[config.mk]
export PLATFORM = sky130hd
export DESIGN_NAME = gsoc_ctrl
export DESIGN_NICKNAME = d
export VERILOG_FILES = /design/src/rtl/gsoc_pkg.sv /design/src/rtl/gsoc_ctrl.sv
export SDC_FILE = /design/constraint.sdc
export NUM_CORES = 1
export LEC_CHECK = 0
export ABC_CLOCK_PERIOD_IN_PS = 1600
export BUFFER_PORTS_ARGS = -buffer_cell sky130_fd_sc_hd__buf_2
export CAP_MARGIN = 20
export CELL_PAD_IN_SITES_DETAIL_PLACEMENT = 1
export CELL_PAD_IN_SITES_GLOBAL_PLACEMENT = 1
export CORE_MARGIN = 5
export CORE_UTILIZATION = 26
export DETAILED_ROUTE_END_ITERATION = 8
export PLACE_DENSITY_LB_ADDON = 0.25
export SYNTH_ARGS = -nofsm -noshare
export SYNTH_HDL_FRONTEND = slang
export SYNTH_SLANG_ARGS = --single-unit
[constraint.sdc]
create_clock -name clk -period 1.6 [get_ports clk]
set_input_delay 0.08 -clock clk [delete_from_list [all_inputs] [get_ports clk]]
set_output_delay 0.08 -clock clk [all_outputs]
set_load 0.005 [all_outputs]
[src/rtl/gsoc_pkg.sv]
// Shared types and constants of the grid segment obstacle checker.
// Used by the controller, the datapath, the divider and the top level.
package gsoc_pkg;

    localparam int MAX_WIDTH_DEF  = 256;
    localparam int MAX_HEIGHT_DEF = 256;

    localparam int COORD_W    = 8;   // request coordinates
    localparam int WALK_W     = 12;  // signed walk coordinates, room for overshoot
    localparam int SIZE_W     = 9;   // map size registers
    localparam int CELL_W     = 8;
    localparam int DIVD_W     = 16;  // |minor delta| * step
    localparam int DIVS_W     = 8;   // major delta
    localparam int CFG_IDX_W  = 3;
    localparam int CFG_DATA_W = 9;

    localparam logic [CELL_W-1:0]  CELL_RESET      = 8'd255;
    localparam logic [CELL_W-1:0]  LINE_THR_RESET  = 8'd200;
    localparam logic [CELL_W-1:0]  POINT_THR_RESET = 8'd255;
    localparam logic [7:0]         STEP_RESET      = 8'd1;
    localparam logic [SIZE_W-1:0]  SIZE_RESET      = 9'd256;

    localparam logic [CFG_IDX_W-1:0] REG_MAP_WIDTH   = 3'd0;
    localparam logic [CFG_IDX_W-1:0] REG_MAP_HEIGHT  = 3'd1;
    localparam logic [CFG_IDX_W-1:0] REG_CHECK_STEP  = 3'd2;
    localparam logic [CFG_IDX_W-1:0] REG_LINE_THR    = 3'd3;
    localparam logic [CFG_IDX_W-1:0] REG_POINT_THR   = 3'd4;

    typedef enum logic [1:0] {
        OP_WRITE   = 2'd0,
        OP_SEGMENT = 2'd1,
        OP_POINT   = 2'd2
    } op_t;

    typedef enum logic [2:0] {
        ST_CLEAR,
        ST_IDLE,
        ST_DISPATCH,
        ST_POINT,
        ST_DIV_GO,
        ST_DIV,
        ST_FIX,
        ST_WALK
    } state_t;

    typedef struct packed {
        logic accept;
        logic clear_run;
        logic mem_write;
        logic probe_walk;
        logic seg_load;
        logic div_start;
        logic fix_load;
        logic walk_adv;
        logic finish;
        logic finish_clear;
    } cmd_t;

    typedef struct packed {
        op_t  op;
        logic clear_last;
        logic probe_in_map;
        logic ends_equal;
        logic div_done;
        logic walk_go;
        logic line_hit;
        logic point_ok;
    } status_t;

endpackage

[src/rtl/gsoc_ctrl.sv]
// Controller state machine: sequences map clearing, request dispatch,
// slope division and the cell walk. Depends on gsoc_pkg.
module gsoc_ctrl (
    input  logic               clk,
    input  logic               rst_n,
    input  logic               start,
    output logic               busy,
    output gsoc_pkg::cmd_t     cmd,
    input  gsoc_pkg::status_t  sts
);

    gsoc_pkg::state_t state_reg;
    gsoc_pkg::state_t state_next;

    always_ff @(posedge clk or negedge rst_n)
    begin
        if (!rst_n)
        begin
            state_reg <= gsoc_pkg::ST_CLEAR;
        end
        else
        begin
            state_reg <= state_next;
        end
    end

    always_comb
    begin
        state_next = state_reg;
        cmd        = '0;
        case (state_reg)
            gsoc_pkg::ST_CLEAR:
            begin
                cmd.clear_run = 1'b1;
                if (sts.clear_last)
                begin
                    state_next = gsoc_pkg::ST_IDLE;
                end
            end
            gsoc_pkg::ST_IDLE:
            begin
                if (start)
                begin
                    cmd.accept = 1'b1;
                    state_next = gsoc_pkg::ST_DISPATCH;
                end
            end
            gsoc_pkg::ST_DISPATCH:
            begin
                case (sts.op)
                    gsoc_pkg::OP_WRITE:
                    begin
                        cmd.mem_write    = 1'b1;
                        cmd.finish       = 1'b1;
                        cmd.finish_clear = 1'b1;
                        state_next       = gsoc_pkg::ST_IDLE;
                    end
                    gsoc_pkg::OP_POINT:
                    begin
                        // The cell is read in this cycle when the point is on the map.
                        if (sts.probe_in_map)
                        begin
                            state_next = gsoc_pkg::ST_POINT;
                        end
                        else
                        begin
                            cmd.finish = 1'b1;
                            state_next = gsoc_pkg::ST_IDLE;
                        end
                    end
                    gsoc_pkg::OP_SEGMENT:
                    begin
                        if (sts.ends_equal)
                        begin
                            cmd.finish       = 1'b1;
                            cmd.finish_clear = 1'b1;
                            state_next       = gsoc_pkg::ST_IDLE;
                        end
                        else
                        begin
                            cmd.seg_load = 1'b1;
                            state_next   = gsoc_pkg::ST_DIV_GO;
                        end
                    end
                    default:
                    begin
                        cmd.finish       = 1'b1;
                        cmd.finish_clear = 1'b1;
                        state_next       = gsoc_pkg::ST_IDLE;
                    end
                endcase
            end
            gsoc_pkg::ST_POINT:
            begin
                cmd.finish       = 1'b1;
                cmd.finish_clear = sts.point_ok;
                state_next       = gsoc_pkg::ST_IDLE;
            end
            gsoc_pkg::ST_DIV_GO:
            begin
                cmd.div_start = 1'b1;
                state_next    = gsoc_pkg::ST_DIV;
            end
            gsoc_pkg::ST_DIV:
            begin
                if (sts.div_done)
                begin
                    state_next = gsoc_pkg::ST_FIX;
                end
            end
            gsoc_pkg::ST_FIX:
            begin
                cmd.fix_load = 1'b1;
                state_next   = gsoc_pkg::ST_WALK;
            end
            gsoc_pkg::ST_WALK:
            begin
                // The read issued last cycle is checked while the next one goes out.
                cmd.probe_walk = 1'b1;
                if (sts.line_hit)
                begin
                    cmd.finish = 1'b1;
                    state_next = gsoc_pkg::ST_IDLE;
                end
                else if (!sts.walk_go)
                begin
                    cmd.finish       = 1'b1;
                    cmd.finish_clear = 1'b1;
                    state_next       = gsoc_pkg::ST_IDLE;
                end
                else
                begin
                    cmd.walk_adv = 1'b1;
                end
            end
            default:
            begin
                state_next = gsoc_pkg::ST_IDLE;
            end
        endcase
    end

    assign busy = (state_reg != gsoc_pkg::ST_IDLE);

    a_accept_dispatch: assert property (@(posedge clk) disable iff (!rst_n)
        (state_reg == gsoc_pkg::ST_IDLE && start) |=> state_reg == gsoc_pkg::ST_DISPATCH)
        else $error("accepted request did not reach dispatch");

    a_finish_idle: assert property (@(posedge clk) disable iff (!rst_n)
        cmd.finish |=> (state_reg == gsoc_pkg::ST_IDLE))
        else $error("controller not idle after a result");

    a_walk_adv_ok: assert property (@(posedge clk) disable iff (!rst_n)
        cmd.walk_adv |-> (sts.walk_go && !sts.line_hit))
        else $error("walk advanced past a blocked or outside cell");

    a_div_wait: assert property (@(posedge clk) disable iff (!rst_n)
        (state_reg == gsoc_pkg::ST_DIV && !sts.div_done) |=> state_reg == gsoc_pkg::ST_DIV)
        else $error("left divide wait before the quotient was ready");

endmodule

After elaboration in Yosys (flattened, before gate mapping)
Index checks and enable logic that the tools add are counted.
{ "op_classes": {"eq_ne": 14, "n_mux": 31, "n_reduce_logical": 3} }
{ "op_table": {"columns": ["operator", "n"], "rows": [
  ["$pmux 3 s8", 1],
  ["$mux 3", 6],
  ["$mux 1", 17],
  ["$eq 3x3->1 const B", 4],
  ["$eq 3x2->1 const B", 2],
  ["$mux 2", 3],
  ["$ne 2x2->1 const B", 3],
  ["$pmux 2 s3", 1],
  ["$pmux 3 s2", 1],
  ["$pmux 1 s2", 2],
  ["$reduce_and 4->1", 1],
  ["$eq 3x1->1 const B", 1],
  ["$logic_not 3->1", 1],
  ["$ne 3x1->1 const B", 1],
  ["$ne 3x3->1 const B", 1],
  ["$eq 2x1->1 const B", 1],
  ["$eq 2x2->1 const B", 1],
  ["$logic_not 2->1", 1]
]} }
{ "word_totals": {"reg_bits": 3} }

Longest topological paths before layout
Gate-level depths: netlist of run 1.
{ "depth": {"ltp_word": 3, "ltp_mapped": 5, "mapped_depth_nobuf": 5} }

Worst setup path after synthesis of run 1
Ideal clock, no wire load.
{ "synth_timing": {"path_kind": "register -> register", "start": "reg state_reg[2]", "end": "reg state_reg[0]", "setup_ns": 0.121, "arrival_ns": 1.050, "t_required_ns": 1.479, "slack_ns": 0.429, "stages_incl_launch_ff": 4, "n_path_buf": 1, "period_less_slack_ns": 1.171, "cell_sequence": "dfrtp_1 buf_6 or3_1 a22o_1"} }
{ "synth_via": {"elab_chain_cells": 3} }
{ "synth_lines": {"columns": ["item", "line", "source"], "rows": [
  ["start, declared", "gsoc_ctrl.sv:12", "gsoc_pkg::state_t state_reg;"],
  ["start signal, assigned", "gsoc_ctrl.sv:19", "state_reg <= gsoc_pkg::ST_CLEAR;"],
  ["start signal, assigned", "gsoc_ctrl.sv:23", "state_reg <= state_next;"],
  ["$eq 3x3->1, or another cell as far along", "gsoc_ctrl.sv:31", "case (state_reg)"],
  ["$ne 3x3->1 (no line) / $ne 2x2->1 (equally long branches)", null, null],
  ["$reduce_and 4->1 (no line)", null, null]
]} }
Parallel ways exist; a longest one is shown, timed or not.
A chain may end at the register's enable or synchronous reset.

==> metrics.txt, run 1 <==
# IOs=23; Arr. time, crit path=1.38 ns; vias per cell=4.89; top post-synthesis cells by area=dfrtp_1 21%, ha_1 14%, inv_1 6.2%, mux2i_1 5.5%, o21ai_0 4.1%; Area Growth Syn to Fin=41.4%; WS Path Type=flop to primary output; Switch Pwr=311 uW; Syn Area/Cell=7.77 sq um; Reg power frac=between 30% and 40%; most frequent cells in the layout=22 x buf_2, 6 x inv_1, 4 x ha_1; Clock power frac=18.7%; RR Startpoint=state_reg[2]; Setup TNS=0 ns; share of layout cells above drive strength 1=43.1%; cell area after placement=478 sq um; Synth Register Bits=3; Initial Util=27.7%; post-route cell area=517 sq um; DR vias=425; n_diodes=0; xor and xnor fraction of the mapped netlist area=0%; Synth Area in Compound Gates=roughly 16%; max reg flops=3; most common cell after layout, fill and taps aside=buf_2; GRT Overall Usage=10.5%; starting DRC count in detailed routing=3; mapped cell area=365 sq um; FILL cells=roughly 170; DRC=0; Post-CTS Setup Inserts=0; unrepaired setup endpoints after global routing=false; sequential share of the synthesized area=20.5%; Hold Crit Depth=3; Slew Viols, Final=0; post-synthesis simple-gate area fraction=29.5%; Nets=89; # rows=13; yosys warns=0; TritonCTS clock tree=done; Tcrit/Tclk final=91.3%; cells on worst reg2reg path=3; total core area=1320 sq um; Crit. End Element=primary output; post-synthesis adder-cell area fraction=13.7%; sw frac=between 40 and 50%; average wire per standard cell=12.0 um; largest net degree at the start of global routing=12; Synth cell types=26; Crit Path Max Fanout=7; Final ANT Viol Nets=0; clk_lat worst skew=0.23 ns; Reg clk slew, reported paths=0.04 ns; normalized max-slew margin=77.0%; Worst-Margin Slew=0.345 ns; final hold violations=0; CTS Root Cell=clkbuf_4; main combinational cell family by area after synthesis=simple AND/OR/NAND/NOR gates; Die H=47.5 um; port bufs=22; Synth top area share=20.5%; final setup fails=0; Overflow after GRT=0; Max IR drop VDD=0.000366 V; Leak=0.286 nW; Worst Skew=0.0000494 ns; Hold Crit Start=sts[6]; logic gate share of total power=51.1%; Max Cap Viol=0; RePlAce Congestion=0.665; Syn Inst Count=47; Clock H-tree levels=1; clk sinks=3; TritonCTS buffer count=3; Worst Setup Start Kind=flop; Detailed Route WL=1050 um; clk buf depth=2; first-pass GRT wire length=1640 um; mux cell area share after synthesis=around 8.6%; leading area contributor after synthesis=dfrtp_1; Worst Hold Class=input port to flop; pwr/cell area=1370 nW/um^2; Syn Nets=63; outcome=complete, no violations; chip width=47.5 um; antenna violations before repair=0; crit path from=state_reg[0]; Peak Freq=684 MHz; 1st-pass router iterations=4; WP data required=1.52 ns; Die Area=2250 sq um; vias in the first global route=412; minimum clock period=~1.5 ns; Int Pwr=about 400 uW
==> power by group through the flow <==
stage | combinational [mW] | sequential (mW) | clock (mW)
6_report | 0.362 | 0.215 | 0.133
5_1_grt | 0.413 | 0.229 | 0.144
4_1_cts | 0.371 | 0.212 | 0.135
3_5_place_dp | 0.364 | 0.213 | 0
3_3_place_gp | 0.359 | 0.212 | 0
2_1_floorplan | 0.308 | 0.146 | 0
==> cells in the mapped netlist, drive strengths merged <==
master,instances
a31oi,2
nand4,2
o32ai,1
dfrtp,3
o2111ai,1
buf,2
a21oi,1
nor3b,1
mux2,1
or3,2
nor2b,1
nor3,1
mux2i,2
nand2,3
and3,3
ha,4
nor2,5
o21ai,3
and2,1
inv,7
a22o,1
==> area by class of cell <==
type	count	area, sq um	share of cell area (%)
sequential	3	75.1	14.5
timing repair buffer	23	120	23.2
tap	15	18.8	3.63
clock buffer	4	26.3	5.08
multi-input combinational	35	250	48.4
inverter	7	26.3	5.08
==> metrics by stage <==
step	hold WS, ns	setup WS [ns]	util [%]	power (mW)	cells
6_report	0.163	0.139	39.2	0.710	87
5_1_grt	0.179	0.00376	39.2	0.785	87
4_1_cts	0.161	0.126	39.0	0.717	87
3_5_place_dp	-0.120	0.298	36.3	0.577	82
3_3_place_gp	-0.122	0.338	36.3	0.571	82
2_1_floorplan	-0.216	0.429	-	0.455	47
==> final timing paths <==
kind,end,slack [ns]
min,state_reg[0],0.16
max,cmd[9],0.14
min in group asynchronous,state_reg[1],0.18
max reg2reg,state_reg[0],0.28
max in group asynchronous,state_reg[2],1.31
min reg2reg,state_reg[2],0.64
==> routing by layer <==
metal	global-route usage [%]	routed length (um)
met5	0	0
met4	8.29	32
met3	2.26	87
met2	17.9	507
met1	11.0	419
==> cell families (layout without fill, tap and decap cells) <==
logic type                 after synthesis  count (layout)
AOI/OAI and AO/OA                        9               9
adders and majority gates                4               4
buffers and inverters                    9              34
DFF                                      3               3
muxes                                    3               3
and+or+nand+nor                         19              19
==> worst max-delay path: stages, from the launching register on <==
cell and delay [ns]:
dfrtp_1 0.46, inv_2 0.12, or3_4 0.39, nor2_2 0.07, buf_2 0.11
==> timing repair <==
| action | 4_1_cts | 5_1_grt |
|---|---|---|
| hold endpoints to repair | 3 | 0 |
| gates resized for setup | 0 | 1 |
| endpoints found under the setup margin | 0 | 1 |
| hold buffers | 1 | 0 |
Power figures use the tool's default switching activity.
==> run 2: changes to the inputs <==
--- a/config.mk
+++ b/config.mk
@@ -5,13 +5,14 @@
 export SDC_FILE = /design/constraint.sdc
 export NUM_CORES = 1
 export LEC_CHECK = 0
+export ABC_AREA = 1
 export ABC_CLOCK_PERIOD_IN_PS = 1600
 export BUFFER_PORTS_ARGS = -buffer_cell sky130_fd_sc_hd__buf_2
 export CAP_MARGIN = 20
 export CELL_PAD_IN_SITES_DETAIL_PLACEMENT = 1
 export CELL_PAD_IN_SITES_GLOBAL_PLACEMENT = 1
 export CORE_MARGIN = 5
-export CORE_UTILIZATION = 26
+export CORE_UTILIZATION = 27
 export DETAILED_ROUTE_END_ITERATION = 8
 export PLACE_DENSITY_LB_ADDON = 0.25
 export SYNTH_ARGS = -nofsm -noshare
==> run 2 against run 1 <==
Compared with the run above:
- clock skew grew 0.0018 ns
- die area grew 16%
- wire length grew 15%
- flip-flop and latch count is the same
- largest power group unchanged
==> metrics.txt, run 2 <==
total core area=1560 sq um (was 1320 sq um); Worst Skew=0.00189 ns (was 0.0000494 ns); Worst-Margin Slew=0.243 ns (was 0.345 ns); Reg clk slew, reported paths=0.04 ns (about the same); share of layout cells above drive strength 1=31.1% (was 43.1%); Detailed Place HPWL=1030 um; Max Cap Viol=0 (unchanged); yosys warns=0 (unchanged); Post-CTS Setup Inserts=0 (unchanged); Clock power frac=16.6% (was 18.7%); outcome=complete, no violations (unchanged); Overflow after GRT=0 (unchanged); leading area contributor after synthesis=dfrtp_1 (unchanged); first-pass GRT wire length=2100 um (was 1640 um); max reg flops=3 (unchanged); most common cell after layout, fill and taps aside=buf_2 (unchanged); pwr/cell area=1320 nW/um^2 (was 1370 nW/um^2); Crit Path Max Fanout=8 (was 7); TritonCTS clock tree=done (unchanged); pre-CTS setup slack=0.386 ns (was 0.298 ns); Crit. End Element=primary output (unchanged); Syn Area/Cell=5.71 sq um (was 7.77 sq um); Leak=0.429 nW (was 0.286 nW); clk_lat worst skew=0.23 ns (about the same); Min Hold Slack=0.202 ns (was 0.163 ns); Nets=123 (was 89); # rows=14 (was 13); Post-synth ARST share=100% (unchanged); WS Path Type=flop to primary output (unchanged); starting DRC count in detailed routing=4 (was 3); FILL cells=228 (was 174); Area Growth Syn to Fin=35.3% (was 41.4%); Worst Setup Start Kind=flop (unchanged); sw frac=50.4% (was 43.9%); Pwr Total=818 uW (was 710 uW); Initial Util=29.3% (was 27.7%); chip width=51.1 um (was 47.5 um); GRT Overall Usage=10.0% (was 10.5%); sequential share of the synthesized area=16.4% (was 20.5%); Worst Hold Class=input port to asynchronous set/reset pin (was input port to flop); Syn Nets=96 (was 63); unrepaired setup endpoints after global routing=false (unchanged); Setup TNS=0 ns (unchanged); Seq. cell area=75.1 sq um (unchanged); vias per cell=4.43 (was 4.89); final hold violations=0 (unchanged); average wire per standard cell=9.90 um (was 12.0 um); most frequent cells in the layout=22 x buf_2, 19 x nand2_1, 17 x inv_1, 9 x nand3_1, 9 x nor2_1 (was 22 x buf_2, 6 x inv_1, 4 x ha_1); Synth cell types=19 (was 26); DRC=0 (unchanged); clk sinks=3 (unchanged); Switch Pwr=413 uW (was 311 uW); logic gate share of total power=61.6% (was 51.1%); Max IR drop VDD=0.000489 V (was 0.000366 V); clk buf depth=2 (unchanged); Commonest cells post-synth=19 x nand2_1, 17 x inv_1, 9 x nand3_1, 9 x nor2_1 (was 6 x inv_1, 4 x ha_1, 4 x nor2_1); mapped cell area=457 sq um (was 365 sq um); normalized max-slew margin=83.8% (was 77.0%); area of the multi-input gates=302 sq um (was 250 sq um); Peak Freq=703 MHz (was 684 MHz); Die Area=2610 sq um (was 2250 sq um); Int Pwr=406 uW (was 399 uW); CTS Root Cell=clkbuf_4 (unchanged); vias in the first global route=522 (was 412); Top FF cell, synth=dfrtp_1 (unchanged); Synth top area share=16.4% (was 20.5%); TritonCTS buffer count=3 (unchanged); Syn Inst Count=80 (was 47); Synth Register Bits=3 (unchanged); Slew Viols, Final=0 (unchanged); 1st-pass router iterations=2 (was 4); port bufs=22 (unchanged); Final ANT Viol Nets=0 (unchanged); PnR worst setup slack=0.177 ns (was 0.139 ns); antenna violations before repair=0 (unchanged); EDFF count, synth=0 (unchanged); Tcrit/Tclk final=88.9% (was 91.3%); Die H=51.1 um (was 47.5 um); Detailed Route WL=1210 um (was 1050 um); WP data required=1.52 ns (about the same); Arr. time, crit path=1.34 ns (was 1.38 ns); largest net degree at the start of global routing=9 (was 12); Clock H-tree levels=1 (unchanged); # IOs=23 (unchanged); count leader, synth=nand2_1 (was inv_1); final setup fails=0 (unchanged); Reg power frac=21.8% (was 30.3%); n_diodes=0 (unchanged); DR vias=541 (was 425); minimum clock period=1.42 ns (was 1.46 ns); top post-synthesis cells by area=dfrtp_1 16%, nand2_1 16%, inv_1 14%, ha_1 11%, nand3_1 9.9% (was dfrtp_1 21%, ha_1 14%, inv_1 6.2%, mux2i_1 5.5%, o21ai_0 4.1%); RePlAce Congestion=0.764 (was 0.665)
==> run 2: kinds of logic (layout without fill, tap and decap cells) <==
| kind of cell | after synthesis | after routing | share of synthesized area (%) |
|---|---|---|---|
| AOI/OAI and AO/OA | 7 | 7 | 9.31 |
| buffers and inverters | 21 | 47 | 17.5 |
| adders and majority gates | 4 | 4 | 11.0 |
| DFF | 3 | 3 | 16.4 |
| and+or+nand+nor | 45 | 45 | 45.8 |
==> run 2: stage by stage <==
stage,instance area [sq um],util (%),cells
6_report,618,39.6,122
5_1_grt,618,39.6,122
4_1_cts,618,39.6,122
3_5_place_dp,582,37.3,117
3_3_place_gp,582,37.3,117
2_1_floorplan,457,-,80
==> run 2: layout make-up <==
type                            count  share of cell area (%)
Clock buffer                        4                    4.25
Inverter                           20                    12.1
Multi-Input combinational cell     56                    48.8
Sequential cell                     3                    12.1
Tap cell                           16                    3.24
Timing Repair Buffer               23                    19.4
==> run 2: path summary, 6_finish.rpt <==
| check | start | end | slack [ns] | depth (start not counted) |
|---|---|---|---|---|
| worst min register to register | state_reg[0] | state_reg[0] | 0.75 | 3 |
| worst min-delay path | rst_n | state_reg[2] | 0.20 | 2 |
| worst max register to register | state_reg[1] | state_reg[0] | 0.40 | 7 |
| worst max-delay path | state_reg[1] | cmd[1] | 0.18 | 5 |
| min in group clk | sts[3] | state_reg[2] | 0.21 | 4 |
| max in group asynchronous | rst_n | state_reg[1] | 1.29 | 2 |
==> run 2: what timing repair did <==
item / CTS / global route
endpoints found under the setup margin: 0 / 0
hold buffers: 1 / 0
resized for setup: 0 / 0
hold endpoints to repair: 3 / 0
==> run 2: power groups by stage <==
stage	Combinational, mW	Clock (mW)	Sequential, mW
finish	0.504	0.136	0.179
global route	0.586	0.145	0.192
CTS	0.516	0.142	0.180
detailed placement	0.513	0	0.179
global placement	0.509	0	0.177
floorplan	0.371	0	0.150
==> run 2: layer usage <==
| metal | wire length [um] | global-route usage (%) | vias to the layer above |
|---|---|---|---|
| met4 | 0 | 2.69 | 0 |
| met5 | 0 | 0 | - |
| met3 | 54 | 0.291 | 0 |
| met1 | 571 | 13.4 | 233 |
| met2 | 581 | 17.6 | 14 |
| li1 | - | - | 294 |
==> run 2: critical path, cell delays in order, from the launching register on <==
cell	delay [ns]
dfrtp_1	0.47
inv_1	0.09
nor2_1	0.15
nand2_1	0.11
o21ai_0	0.17
buf_2	0.13
==> run 3: changes to the inputs <==
--- a/config.mk
+++ b/config.mk
@@ -14,7 +14,8 @@
 export CORE_MARGIN = 5
 export CORE_UTILIZATION = 27
 export DETAILED_ROUTE_END_ITERATION = 8
-export PLACE_DENSITY_LB_ADDON = 0.25
+export PLACE_DENSITY_LB_ADDON = 0.15
+export SLEW_MARGIN = 10
 export SYNTH_ARGS = -nofsm -noshare
 export SYNTH_HDL_FRONTEND = slang
 export SYNTH_SLANG_ARGS = --single-unit
==> run 3 against run 2 <==
Compared with the run above:
- clock skew barely moved
- fmax is 5.9% higher
- register-to-register slack about the same
- count of clock-buffer cells in the layout did not move
- first-iteration DRC count shrank 25%
- sequential share of layout area rose by 0.18 points
- sequential power barely moved
- core utilization grew 0.080 points
- non-clock buffer count did not move
- via count grew 2.6%
- largest cell class unchanged
- largest power group unchanged
==> metrics.txt, run 3 (same netlist as run 2, synthesis figures left out) <==
Post-CTS Setup Inserts=0 (unchanged); uppermost layer routed=met3 (unchanged); outcome=complete, no violations (unchanged); Min Hold Slack=0.201 ns (was 0.202 ns); Clock H-tree levels=1 (unchanged); Clock power frac=16.5% (was 16.6%); most frequent cells in the layout=22 x buf_2, 19 x nand2_1, 17 x inv_1, 9 x nand3_1, 9 x nor2_1 (unchanged); vias per cell=4.55 (was 4.43); clk sinks=3 (unchanged); largest net degree at the start of global routing=9 (unchanged); Area Growth Syn to Fin=35.6% (was 35.3%); sw frac=50.6% (was 50.4%); final setup fails=0 (unchanged); Overflow after GRT=0 (unchanged); unrepaired setup endpoints after global routing=false (unchanged); DR vias=555 (was 541); Switch Pwr=419 uW (was 413 uW); TritonCTS buffer count=3 (unchanged); Die H=51.1 um (unchanged); minimum clock period=1.34 ns (was 1.42 ns); Reg power frac=22.0% (was 21.8%); wire length on met3=68 um (was 54 um); DRC=0 (unchanged); Nets=123 (unchanged); GRT Overall Usage=11.2% (was 10.0%); pwr/cell area=1340 nW/um^2 (was 1320 nW/um^2); max reg flops=3 (unchanged); Detailed Route WL=1330 um (was 1210 um); Crit Path Max Fanout=8 (unchanged); Worst Hold Class=input port to asynchronous set/reset pin (unchanged); Int Pwr=408 uW (was 406 uW); vias in the first global route=541 (was 522); Pwr Total=827 uW (was 818 uW); Arr. time, crit path=1.26 ns (was 1.34 ns); Initial Util=29.3% (unchanged); Reg clk slew, reported paths=0.04 ns (about the same); starting DRC count in detailed routing=3 (was 4); total core area=1560 sq um (unchanged); Leak=0.428 nW (was 0.429 nW); clk buf depth=2 (unchanged); chip width=51.1 um (unchanged); WP data required=1.52 ns (about the same); Die Area=2610 sq um (unchanged); RePlAce Congestion=0.706 (was 0.764); most common cell after layout, fill and taps aside=buf_2 (unchanged); WL met1=618 um (was 571 um); final core utilization=39.7% (was 39.6%); Crit. End Element=primary output (unchanged); 1st-pass router iterations=4 (was 2); WS Path Type=flop to primary output (unchanged); Slew Viols, Final=0 (unchanged); # rows=14 (unchanged); Setup TNS=0 ns (unchanged); DR WL met2=638 um (was 581 um); normalized max-slew margin=86.5% (was 83.8%); Worst Setup Start Kind=flop (unchanged); clk_lat worst skew=0.24 ns (was 0.23 ns); final hold violations=0 (unchanged); TritonCTS clock tree=done (unchanged); Max IR drop VDD=0.000640 V (was 0.000489 V); Final ANT Viol Nets=0 (unchanged); n_diodes=0 (unchanged); # IOs=23 (unchanged); port bufs=22 (unchanged); Detailed Place HPWL=1130 um (was 1030 um); Max Cap Viol=0 (unchanged); Peak Freq=744 MHz (was 703 MHz); CTS Root Cell=clkbuf_4 (unchanged); Tcrit/Tclk final=84.0% (was 88.9%); logic gate share of total power=61.5% (was 61.6%); average wire per standard cell=10.9 um (was 9.90 um); Worst-Margin Slew=0.202 ns (was 0.243 ns); antenna violations before repair=0 (unchanged); first-pass GRT wire length=2240 um (was 2100 um); Worst Skew=0.00229 ns (was 0.00189 ns); share of layout cells above drive strength 1=32.1% (was 31.1%)
==> run 3: cell counts in the layout (fill, tap and decap cells not counted) <==
Identical to the previous run, type by type.
==> run 3: power groups by stage <==
stage / clock (mW) / combinational [mW] / sequential (mW)
CTS: 0.139 / 0.517 / 0.181
global route: 0.149 / 0.598 / 0.197
floorplan: 0 / 0.371 / 0.150
global placement: 0 / 0.508 / 0.178
finish: 0.137 / 0.509 / 0.182
detailed placement: 0 / 0.513 / 0.182
==> run 3: metal layers <==
layer	track usage, %	up-vias
li1	-	294
met1	14.7	242
met2	18.5	19
met3	2.62	0
met4	2.69	0
met5	0	-
==> run 3: metrics by stage <==
step           cells  instance area (sq um)  setup slack (ns)
2_1_floorplan     80                    457             0.525
3_3_place_gp     117                    582             0.392
3_5_place_dp     117                    582             0.374
4_1_cts          122                    618             0.140
5_1_grt          122                    619            0.0907
6_report         122                    619             0.256
==> run 3: path summary, 6_finish.rpt <==
check                        startpoint           end  slack (ns)  cells after the start
setup / recovery           state_reg[1]        cmd[1]        0.26                      5
hold / removal                    rst_n  state_reg[2]        0.20                      2
setup reg to reg           state_reg[0]  state_reg[0]        0.40                      7
hold reg to reg            state_reg[0]  state_reg[0]        0.75                      3
max in group asynchronous         rst_n  state_reg[1]        1.28                      2
min in group clk                 sts[2]  state_reg[1]        0.24                      5
==> run 3: repair_timing <==
item / 4_1_cts / 5_1_grt
hold endpoints to repair: 3 / 0
setup endpoints to repair: 0 / 1
gates resized for setup: 0 / 1
hold buffers: 1 / 0
==> run 3: critical path, stage by stage (launching register included) <==
cell and delay, ns:
dfrtp_2 0.43, inv_1 0.07, nor2_1 0.14, nand2_1 0.11, o21ai_0 0.15, buf_2 0.13
==> run 3: cell type report <==
cell class	instances	area (sq um)
timing repair buffer	23	120
fill	225	940
tap	16	20.0
clock buffer	4	26.3
inverter	20	75.1
sequential	3	76.3
multi-input combinational	56	302
